**src/design/fatdt_pkg.sv**
```systemverilog
// ----------------------------------------------------------------------------
// FAT timestamp conversion package
// Shared widths, constants, lookup tables and the decode record that passes
// from the field decoder to the multiply pipeline.
// ----------------------------------------------------------------------------
package fatdt_pkg;

  localparam int DaysW  = 18;  // day number since the epoch, up to about 185k
  localparam int TodW   = 17;  // seconds within a day, up to 86399
  localparam int RemW   = 7;   // hundredths left over after whole seconds
  localparam int SecW   = 35;  // total seconds since the epoch
  localparam int LoW    = 17;  // low part of the seconds split for the multiply
  localparam int HiW    = SecW - LoW;
  localparam int TickW  = 58;

  // Days from 1601-01-01 to 1980-01-01.
  localparam logic [DaysW-1:0] BaseDays = 18'd138426;
  localparam logic [16:0] SecPerDay = 17'd86400;
  localparam logic [23:0] TkPerSec  = 24'd10000000;
  // Ticks in one hundredth of a second.
  localparam logic [16:0] TkPerHun  = 17'd100000;
  localparam logic [6:0]  YearOf2100 = 7'd120;

  localparam logic [3:0] MonJan = 4'd1;
  localparam logic [3:0] MonFeb = 4'd2;
  localparam logic [3:0] MonDec = 4'd12;

  typedef struct packed {
    logic             ok;
    logic [DaysW-1:0] days;
    logic [TodW-1:0]  tod;
    logic [RemW-1:0]  rem;
  } dec_t;

  // Days in the year before the first of the given month.
  function automatic logic [8:0] cum_days(input logic [3:0] mon);
    logic [8:0] d;
    case (mon)
      4'd1:    d = 9'd0;
      4'd2:    d = 9'd31;
      4'd3:    d = 9'd59;
      4'd4:    d = 9'd90;
      4'd5:    d = 9'd120;
      4'd6:    d = 9'd151;
      4'd7:    d = 9'd181;
      4'd8:    d = 9'd212;
      4'd9:    d = 9'd243;
      4'd10:   d = 9'd273;
      4'd11:   d = 9'd304;
      4'd12:   d = 9'd334;
      default: d = 9'd0;
    endcase
    return d;
  endfunction

  // Length of the month in a common year.
  function automatic logic [4:0] month_len(input logic [3:0] mon);
    logic [4:0] n;
    case (mon)
      4'd2:    n = 5'd28;
      4'd4:    n = 5'd30;
      4'd6:    n = 5'd30;
      4'd9:    n = 5'd30;
      4'd11:   n = 5'd30;
      default: n = 5'd31;
    endcase
    return n;
  endfunction

endpackage

```
**src/design/fatdt_decode.sv**
```systemverilog
// ----------------------------------------------------------------------------
// FAT timestamp field decoder
// Checks the date and time fields, forms the day number since the epoch and
// the second of the day, and registers them as the first pipeline stage.
// ----------------------------------------------------------------------------
module fatdt_decode (
  input  logic                clk,
  input  logic                rst,
  input  logic                in_vld,
  input  logic [6:0]          year_offset,
  input  logic [3:0]          month,
  input  logic [4:0]          day,
  input  logic [4:0]          hour,
  input  logic [5:0]          minute,
  input  logic [4:0]          double_seconds,
  input  logic [7:0]          hundredths,
  output logic                out_vld,
  output fatdt_pkg::dec_t     out_dec
);

  logic            leap;
  logic [1:0]      hsec;
  logic [6:0]      sec_raw;
  logic [5:0]      sec;
  logic [5:0]      mlen;
  logic [7:0]      yo_p3;
  logic [5:0]      leap_cnt;
  logic [17:0]     days_acc;
  logic [16:0]     tod_acc;
  fatdt_pkg::dec_t dec_next;

  always_comb begin
    // Inside 1980..2107 the only century year that is not leap is 2100.
    leap = (year_offset[1:0] == 2'd0) && (year_offset != fatdt_pkg::YearOf2100);

    if (hundredths >= 8'd200) begin
      hsec = 2'd2;
    end else if (hundredths >= 8'd100) begin
      hsec = 2'd1;
    end else begin
      hsec = 2'd0;
    end
    dec_next.rem = 7'(hundredths - 8'(hsec) * 8'd100);

    sec_raw = {1'b0, double_seconds, 1'b0} + 7'(hsec);
    sec     = (sec_raw > 7'd59) ? 6'd0 : sec_raw[5:0];

    mlen = {1'b0, fatdt_pkg::month_len(month)}
         + ((leap && month == fatdt_pkg::MonFeb) ? 6'd1 : 6'd0);

    dec_next.ok = (month >= fatdt_pkg::MonJan) && (month <= fatdt_pkg::MonDec)
               && (hour <= 5'd23) && (minute <= 6'd59)
               && (day != 5'd0) && ({1'b0, day} <= mlen);

    // Leap years in [1980, year-1], less one once 2100 has gone by.
    yo_p3    = {1'b0, year_offset} + 8'd3;
    leap_cnt = yo_p3[7:2] - ((year_offset > fatdt_pkg::YearOf2100) ? 6'd1 : 6'd0);

    days_acc = fatdt_pkg::BaseDays + 18'(year_offset) * 18'd365 + 18'(leap_cnt)
             + 18'(fatdt_pkg::cum_days(month))
             + ((leap && month > fatdt_pkg::MonFeb) ? 18'd1 : 18'd0)
             + 18'(day) - 18'd1;
    dec_next.days = days_acc;

    tod_acc = 17'(hour) * 17'd3600 + 17'(minute) * 17'd60 + 17'(sec);
    dec_next.tod = tod_acc;
  end

  always_ff @(posedge clk) begin
    if (rst) begin
      out_vld <= 1'b0;
    end else begin
      out_vld <= in_vld;
    end
  end

  always_ff @(posedge clk) begin
    out_dec <= dec_next;
  end

endmodule

```
**src/design/fatdt_mul.sv**
```systemverilog
// ----------------------------------------------------------------------------
// FAT timestamp tick multiplier
// Scales the day number to seconds, adds the time of day, splits the seconds
// into high and low parts for the tick multiply and sums the partial products.
// ----------------------------------------------------------------------------
module fatdt_mul (
  input  logic            clk,
  input  logic            rst,
  input  logic            in_vld,
  input  fatdt_pkg::dec_t in_dec,
  output logic            out_vld,
  output logic [57:0]     tick_count,
  output logic            valid_res
);

  // Stage A: day number times seconds per day.
  logic        a_vld;
  logic        a_ok;
  logic [33:0] a_daysec;
  logic [16:0] a_tod;
  logic [6:0]  a_rem;

  // Stage B: total seconds and the sub-second ticks.
  logic        b_vld;
  logic        b_ok;
  logic [34:0] b_sec;
  logic [23:0] b_frac;

  // Stage C: partial products of the seconds times ticks per second.
  logic        c_vld;
  logic        c_ok;
  logic [41:0] c_hi;
  logic [40:0] c_lo;
  logic [23:0] c_frac;

  logic [57:0] tick_next;

  always_ff @(posedge clk) begin
    if (rst) begin
      a_vld   <= 1'b0;
      b_vld   <= 1'b0;
      c_vld   <= 1'b0;
      out_vld <= 1'b0;
    end else begin
      a_vld   <= in_vld;
      b_vld   <= a_vld;
      c_vld   <= b_vld;
      out_vld <= c_vld;
    end
  end

  always_comb begin
    tick_next = ({16'd0, c_hi} << fatdt_pkg::LoW) + {17'd0, c_lo} + {34'd0, c_frac};
  end

  always_ff @(posedge clk) begin
    a_ok     <= in_dec.ok;
    a_daysec <= 34'(in_dec.days) * 34'(fatdt_pkg::SecPerDay);
    a_tod    <= in_dec.tod;
    a_rem    <= in_dec.rem;

    b_ok     <= a_ok;
    b_sec    <= {1'b0, a_daysec} + 35'(a_tod);
    b_frac   <= 24'(a_rem) * 24'(fatdt_pkg::TkPerHun);

    c_ok     <= b_ok;
    c_hi     <= 42'(b_sec[34:fatdt_pkg::LoW]) * 42'(fatdt_pkg::TkPerSec);
    c_lo     <= 41'(b_sec[fatdt_pkg::LoW-1:0]) * 41'(fatdt_pkg::TkPerSec);
    c_frac   <= b_frac;

    valid_res  <= c_ok;
    tick_count <= c_ok ? tick_next : 58'd0;
  end

endmodule

```
**src/design/fat_datetime_to_tick_count.sv**
```systemverilog
// ----------------------------------------------------------------------------
// FAT timestamp to 100 ns tick count
// Converts one FAT directory timestamp into ticks since 1601-01-01 with a
// flag that reports whether the date and time fields were in range.
// ----------------------------------------------------------------------------
// A request taken at a clock edge has its result marked by done for a
// single cycle once it has passed through all five register stages.
// Throughput: one request per cycle; busy stays low, and the five register
// stages (decode, day scaling, seconds sum, split multiply, final sum) run
// in lock step. Reset empties the pipeline; results cannot be held off.
module fat_datetime_to_tick_count (
  input  logic        clk,
  input  logic        rst,
  input  logic        start,
  output logic        busy,
  input  logic [6:0]  year_offset,
  input  logic [3:0]  month,
  input  logic [4:0]  day,
  input  logic [4:0]  hour,
  input  logic [5:0]  minute,
  input  logic [4:0]  double_seconds,
  input  logic [7:0]  hundredths,
  output logic        done,
  output logic [57:0] tick_count,
  output logic        valid_res
);

  logic            dec_vld;
  fatdt_pkg::dec_t dec;

  assign busy = 1'b0;

  fatdt_decode u_decode (
    .clk            (clk),
    .rst            (rst),
    .in_vld         (start),
    .year_offset    (year_offset),
    .month          (month),
    .day            (day),
    .hour           (hour),
    .minute         (minute),
    .double_seconds (double_seconds),
    .hundredths     (hundredths),
    .out_vld        (dec_vld),
    .out_dec        (dec)
  );

  fatdt_mul u_mul (
    .clk        (clk),
    .rst        (rst),
    .in_vld     (dec_vld),
    .in_dec     (dec),
    .out_vld    (done),
    .tick_count (tick_count),
    .valid_res  (valid_res)
  );

  a_req_gives_result: assert property (@(posedge clk) disable iff (rst)
    start && !busy |-> ##5 done)
    else $error("request did not produce a result five cycles later");

  a_result_had_req: assert property (@(posedge clk) disable iff (rst)
    done |-> $past(start, 5))
    else $error("result appeared without a matching request");

  a_invalid_zero: assert property (@(posedge clk) disable iff (rst)
    done && !valid_res |-> tick_count == 58'd0)
    else $error("rejected timestamp carries a nonzero tick count");

endmodule

```
**config.mk**
```make
export PLATFORM = sky130hd
export DESIGN_NAME = fat_datetime_to_tick_count
export DESIGN_NICKNAME = d
export VERILOG_FILES = /design/src/design/fatdt_pkg.sv /design/src/design/fatdt_decode.sv /design/src/design/fatdt_mul.sv /design/src/design/fat_datetime_to_tick_count.sv
export SDC_FILE = /design/constraint.sdc
export NUM_CORES = 2
export LEC_CHECK = 0
export BUFFER_PORTS_ARGS = -buffer_cell sky130_fd_sc_hd__buf_4
export CAP_MARGIN = 20
export CORE_MARGIN = 10
export CORE_UTILIZATION = 50
export CTS_CLUSTER_SIZE = 14
export DETAILED_ROUTE_END_ITERATION = 10
export GPL_TIMING_DRIVEN = 0
export PLACE_DENSITY = 0.75
export SKIP_CTS_REPAIR_TIMING = 1
export SYNTH_ARGS = -nofsm -noshare
export SYNTH_HDL_FRONTEND = slang
export SYNTH_SLANG_ARGS = --single-unit
```
**constraint.sdc**
```tcl
create_clock -name clk -period 6.55 [get_ports clk]
set_clock_uncertainty 0.2 [all_clocks]
set_input_delay 0.9825 -clock clk [delete_from_list [all_inputs] [get_ports clk]]
set_output_delay 0.9825 -clock clk [all_outputs]
set_load 0.02 [all_outputs]
```
==> Word level (Yosys, flattened, before mapping) <==
Memory sizes are Yosys's and may differ from the RTL's.
Cells that the tools add are included.
{ "totals": {"mem_bits_ro": 144, "in_bits": 43, "word_cells": 81, "regBits": 302, "mem_count": 1} }
{ "mem_list": {"columns": ["memory", "depth", "word_bits", "read_ports", "rd_ports_with_merged_regs", "wr", "line", "source"], "rows": [
  ["(no name shown)", 16, 9, 1, 0, 0, "fatdt_pkg.sv:38", "case (mon)"]
]} }
{ "op_classes": {"reduce_logical": 11, "mul": 8, "order_cmp": 10, "n_eq_ne": 6, "addsub": 16, "mux": 7} }
{ "ops": {"columns": ["op", "count"], "rows": [
  ["$add 58x24->58", 1],
  ["$add 58x41->58", 1],
  ["$add 34x17->35", 1],
  ["$mul 17x17->34 const B", 1],
  ["$mul 18x17->34 const B", 1],
  ["$mul 18x10->27 const B", 1],
  ["$mul 7x12->19 const B", 1],
  ["$add 18x16->18 const A", 1],
  ["$add 18x18->18", 1],
  ["$add 18x5->18", 1],
  ["$add 18x6->18", 1],
  ["$add 18x9->18", 1],
  ["$sub 18x1->18 const B", 1],
  ["$add 17x12->17", 1],
  ["$add 17x6->17", 1],
  ["$mul 7x9->16 const B", 1],
  ["$mul 5x8->13 const B", 1],
  ["$mul 6x4->10 const B", 1],
  ["$add 7x2->8 const B", 1],
  ["$eq 4x3->1 const B", 2],
  ["$eq 4x4->1 const B", 2],
  ["$ge 8x7->1 const B", 1],
  ["$ge 8x8->1 const B", 1],
  ["$logic_and 1x1->1", 8],
  ["22 further kinds", 25]
]} }

==> Longest topological paths before layout <==
{ "depth": {"depth_word": 8, "mapped_depth": 25, "depth_no_buf": 25} }

==> Cells and area by module <==
A second synthesis with hierarchy kept.
{ "hier_totals": {"cells_unflattened": 3031, "hier_area_um2": 29050.4} }
{ "by_module_without_submodules": {"columns": ["module", "seq_area_each_um2", "area_per_inst_um2", "cells_each", "n_inst"], "rows": [
  ["fatdt_mul", 5064.9, 23187.2, 2409, 1],
  ["fatdt_decode", 880.8, 5851.9, 620, 1],
  ["fat_datetime_to_tick_count", 0.0, 11.3, 2, 1]
]} }

==> Least setup slack after synthesis <==
No wires, ideal clock.
{ "synth_timing": {"path_type": "in2reg", "start": "input port month[3]", "end": "register u_decode.out_dec[36] (netlist name)", "required_ps": 6278, "stages": 21, "setup_slack_ps": 774, "arrival_time_ps": 5504, "path_cell_list": "clkbuf_1 clkbuf_1 mux4_2 ha_1 ha_1 ha_1 inv_1 fa_1 inv_1 fa_1 ha_1 fa_1 a21oi_1 nor2_1 nor2_1 o21bai_1 a21oi_1 o21ai_0 a21o_1 a21oi_1 xnor2_1"} }
{ "synth_via": {"elab_chain_len": 6, "elab_cells_between_ends": 8, "cone_classes": "add/sub: 4; order compare: 1; mux: 1; reduce/logical: 1; memory: 1"} }
{ "synth_lines": {"columns": ["item", "line", "source"], "rows": [
  ["from (decl)", "fat_datetime_to_tick_count.sv:17", "input logic [3:0] month,"],
  ["branches (longest 3 deep; another with $add 18x9->18)", null, null],
  ["$add 18x18->18 *", "fatdt_decode.sv:61", "+ ((leap && month > fatdt_pkg::MonFeb) ? 18'd1 : 18'd0)"],
  ["$add 18x5->18 *", "fatdt_decode.sv:62", "+ 18'(day) - 18'd1;"],
  ["$sub 18x1->18 *", "fatdt_decode.sv:62", null],
  ["via u_decode.days_acc[12]", "fatdt_decode.sv:28", "logic [17:0] days_acc;"],
  ["to (signal assigned)", "fatdt_decode.sv:78", "out_dec <= dec_next;"],
  ["to (decl)", "fatdt_decode.sv:18", "output fatdt_pkg::dec_t out_dec"]
]} }
Mark *: on every way through the listed nets, which the timed path passes.
A chain may end at the register's enable or synchronous reset.

==> Final worst setup path <==
{ "layout_timing": {"start": "register u_mul.b_sec[12]", "end": "register u_mul.c_lo[38]"} }
{ "layout_via": {"elab_chain_len": 1} }
{ "layout_lines": {"columns": ["item", "line", "source"], "rows": [
  ["from (decl)", "fatdt_mul.sv:26", "logic [34:0] b_sec;"],
  ["from (signal assigned)", "fatdt_mul.sv:63", "b_sec <= {1'b0, a_daysec} + 35'(a_tod);"],
  ["$mul 17x17->34", "fatdt_mul.sv:68", "c_lo <= 41'(b_sec[fatdt_pkg::LoW-1:0]) * 41'(fatdt_pkg::TkPerSec);"],
  ["to (signal assigned)", "fatdt_mul.sv:68", null],
  ["to (decl)", "fatdt_mul.sv:33", "logic [40:0] c_lo;"]
]} }
No other way between the ends.

==> results_dict.tcl <==
set metrics [dict create \
    ys.flop_type "dfxtp_1" \
    slowest_delay_ns 0.54 \
    h-tree-depth 2 \
    ys_warn_count 0 \
    rows 87 \
    synth_top_cell_area_share_pct 27.9 \
    synth_enable_flop_cells 0 \
    track_usage_pct 16.6 \
    status "complete, no violations" \
    syn_inst 3006 \
    ioPinCount 104 \
    tightest_slew_ns 0.734 \
    drv_cap 0 \
    nFillCells 4959 \
    cp_num_buf_inv 4 \
    fmax_ghz 0.169 \
    slew_headroom_pct 51.1 \
    chipWidth_um 260 \
    setup_tns_ns 0 \
    first_pass_iters 5 \
    layout_commonest_cell "inv_1" \
    async_flop_share_pct 0 \
    crit_type "reg2reg" \
    reg2reg_to "u_mul.c_lo[38]" \
    fin_util_pct 55.7 \
    clockBufferDepth 3 \
    cts_root_buf "clkbuf_16" \
    required_ns 6.77 \
    critPathLaunchType "flip-flop" \
    synth_top_area_cell "ha_1" \
    nets 4078 \
    synth_seq_cells 297 \
    worstPathArrival_ns 6.15 \
    min_period_ns 5.93 \
    clk_pin_slew_worst_paths_ns 0.06 \
    path_max_fanout 6 \
    yosys-top-cells-area "ha_1 (28%), dfxtp_1 (21%), fa_1 (17%)" \
    dp_hpwl_um 46000 \
    rrSetupSlack_ns 0.62 \
    cts_buffers 34 \
    worst_path_dominant_cell_family "adder cells" \
    design.core.area_sq_mm 0.0567 \
    viasPerCell 4.98 \
    drive_gt1_share_pct 6.44 \
    cp_slowest_cell "fa_1" \
    ys_types 90 \
    cp_cell_sequence "ha_1, ha_1, inv_1, fa_1, inv_1, fa_1, inv_1, fa_1, fa_1, inv_1, ha_1, nand2_1, o21ai_1, a2111o_1, a31oi_1, a21boi_1, a211o_1, a31o_1, a21oi_1, xnor2_1" \
    overflow 0 \
    crit_path_start "u_mul.b_sec[12]" \
    seq_area_frac_synth_pct 20.7 \
    grt_antenna_before_repair 0 \
    rsz0062_at_grt "no" \
    grt_pass1_wl_um 94100 \
    die_h_um 260 \
    worst_r2r_startpoint "u_mul.b_sec[12]" \
    hold_viol_final 0 \
    cp.depth 20 \
    finalWirelength_um 54100 \
    portBuffers 96 \
    end_kind "flip-flop" \
    drt_iter0_markers 688 \
    syn-cell-area_sq_mm 0.0288 \
    clkLatencyLatePin_ns 0.56 \
    grt_pass1_vias 20200 \
    cts.sinks 297 \
    avgSynthCellArea_sq_um 9.57 \
    die_area_sq_mm 0.0675 \
    n_antenna_cell 0 \
    hp-class "reg2reg" \
    start_util_pct 50.7 \
    detailroute.via_count 19500 \
    area_delta_synth_final_pct 9.80 \
    r2r_cells 20 \
    grt_max_degree 15 \
    setup.worst_path.end "u_mul.c_lo[38]" \
    drc 0 \
    final_cell_mix "inv_1 (659), ha_1 (642), dfxtp_1 (297), fa_1 (250), a21oi_1 (142)" \
    cts_tree "built" \
    maxSlewViolCount 0 \
    setup_viol 0 \
    antenna_left 0 \
    routabilityCongestion 0.897 \
    wl_per_cell_um 13.8 \
    min_period_over_period_pct 90.5 \
]
## kinds of logic after synthesis
group | after synthesis | share of synthesized area [%]
adders and majority gates | 893 | 45.4
muxes | 10 | 0.400
other | 1 | 0.0130
and+or+nand+nor | 444 | 7.75
buffers and inverters | 687 | 9.11
DFF | 297 | 20.7
xor gates and xnor gates | 185 | 5.63
AOI/OAI and AO/OA | 489 | 11.0
## metrics by stage
step	cell area (sq um)	worst slack (ns)	hold slack, ns	std cells
floorplan	28800	0.774	0.110	3011
global placement	30400	0.208	0.110	3863
detailed placement	30400	0.148	0.112	3863
CTS	31600	0.631	0.125	3922
global route	31600	0.258	0.127	3922
finish	31600	0.622	0.125	3922
## cell type report
type	instances	area (sq um)	share of cell area, %
clock inverters	18	256	0.812
multi-input cells	2027	20200	64.0
clock buffers	41	877	2.78
well taps	756	946	3.00
plain buffers	27	141	0.448
repair buffers	96	721	2.28
inverters	660	2480	7.85
flip-flops and latches	297	5950	18.8
## registers in the layout, summed over array words and instances, names as in the netlist
register / cells
u_decode.out_vld: 1
u_mul.a_daysec: 27
u_mul.b_vld: 1
u_mul.tick_count: 53
u_mul.c_vld: 1
u_mul.c_hi: 34
u_mul.valid_res: 1
u_mul.a_rem: 7
u_mul.a_vld: 1
u_mul.b_frac: 19
u_mul.a_ok: 1
u_mul.c_lo: 34
u_decode.out_dec: 43
u_mul.b_ok: 1
u_mul.out_vld: 1
u_mul.c_ok: 1
u_mul.c_frac: 19
u_mul.a_tod: 17
u_mul.b_sec: 35
## cells in the mapped netlist (all sizes together), types with 8 or more instances
library cell and n:
inv 660, ha 642, dfxtp 297, fa 250
a21oi 152, xnor2 126, nor2 122, o21ai 102
nand2 97, a21o 63, xor2 59, nand3 38
o21bai 30, nor2b 28, nor3 27, o21a 26
a31oi 25, and3 24, and2 20, nand2b 19
or3 19, a211oi 16, clkbuf 14, buf 12
nor4 10, a21boi 9, or4 9, or2 8
## worst min path at each step
stage,start,endpoint,slack (ns),cells past startpoint
2_1_floorplan,u_decode.out_dec[42],u_mul.a_ok,0.11,0
3_3_place_gp,u_mul.b_frac[9],u_mul.c_frac[9],0.11,0
3_5_place_dp,u_decode.out_dec[42],u_mul.a_ok,0.11,0
4_1_cts,u_mul.a_tod[2],u_mul.b_sec[2],0.12,0
5_1_grt,u_mul.a_tod[2],u_mul.b_sec[2],0.13,0
6_report,u_decode.out_dec[16],u_mul.a_tod[9],0.13,0
## worst register-to-register path: stages (launching register included)
cell	delay, ns
dfxtp_1	0.53
ha_1	0.33
ha_1	0.29
inv_1	0.05
fa_1	0.50
inv_1	0.05
fa_1	0.48
inv_1	0.06
fa_1	0.50
fa_1	0.54
inv_1	0.04
ha_1	0.33
nand2_1	0.11
o21ai_1	0.07
a2111o_1	0.41
a31oi_1	0.20
a21boi_1	0.13
a211o_1	0.34
a31o_1	0.22
a21oi_1	0.18
xnor2_1	0.22
## layer usage
layer,wire [um],vias to the layer above,GRT usage [%]
met4,1260,0,4.53
met2,24800,250,27.7
met1,25900,9049,21.8
li1,-,10200,-
met5,0,-,0
met3,2200,79,2.77
Power is left out: the tool's default activity adds up to more than one toggle a clock period on the data nets, which glitch-free logic cannot reach.
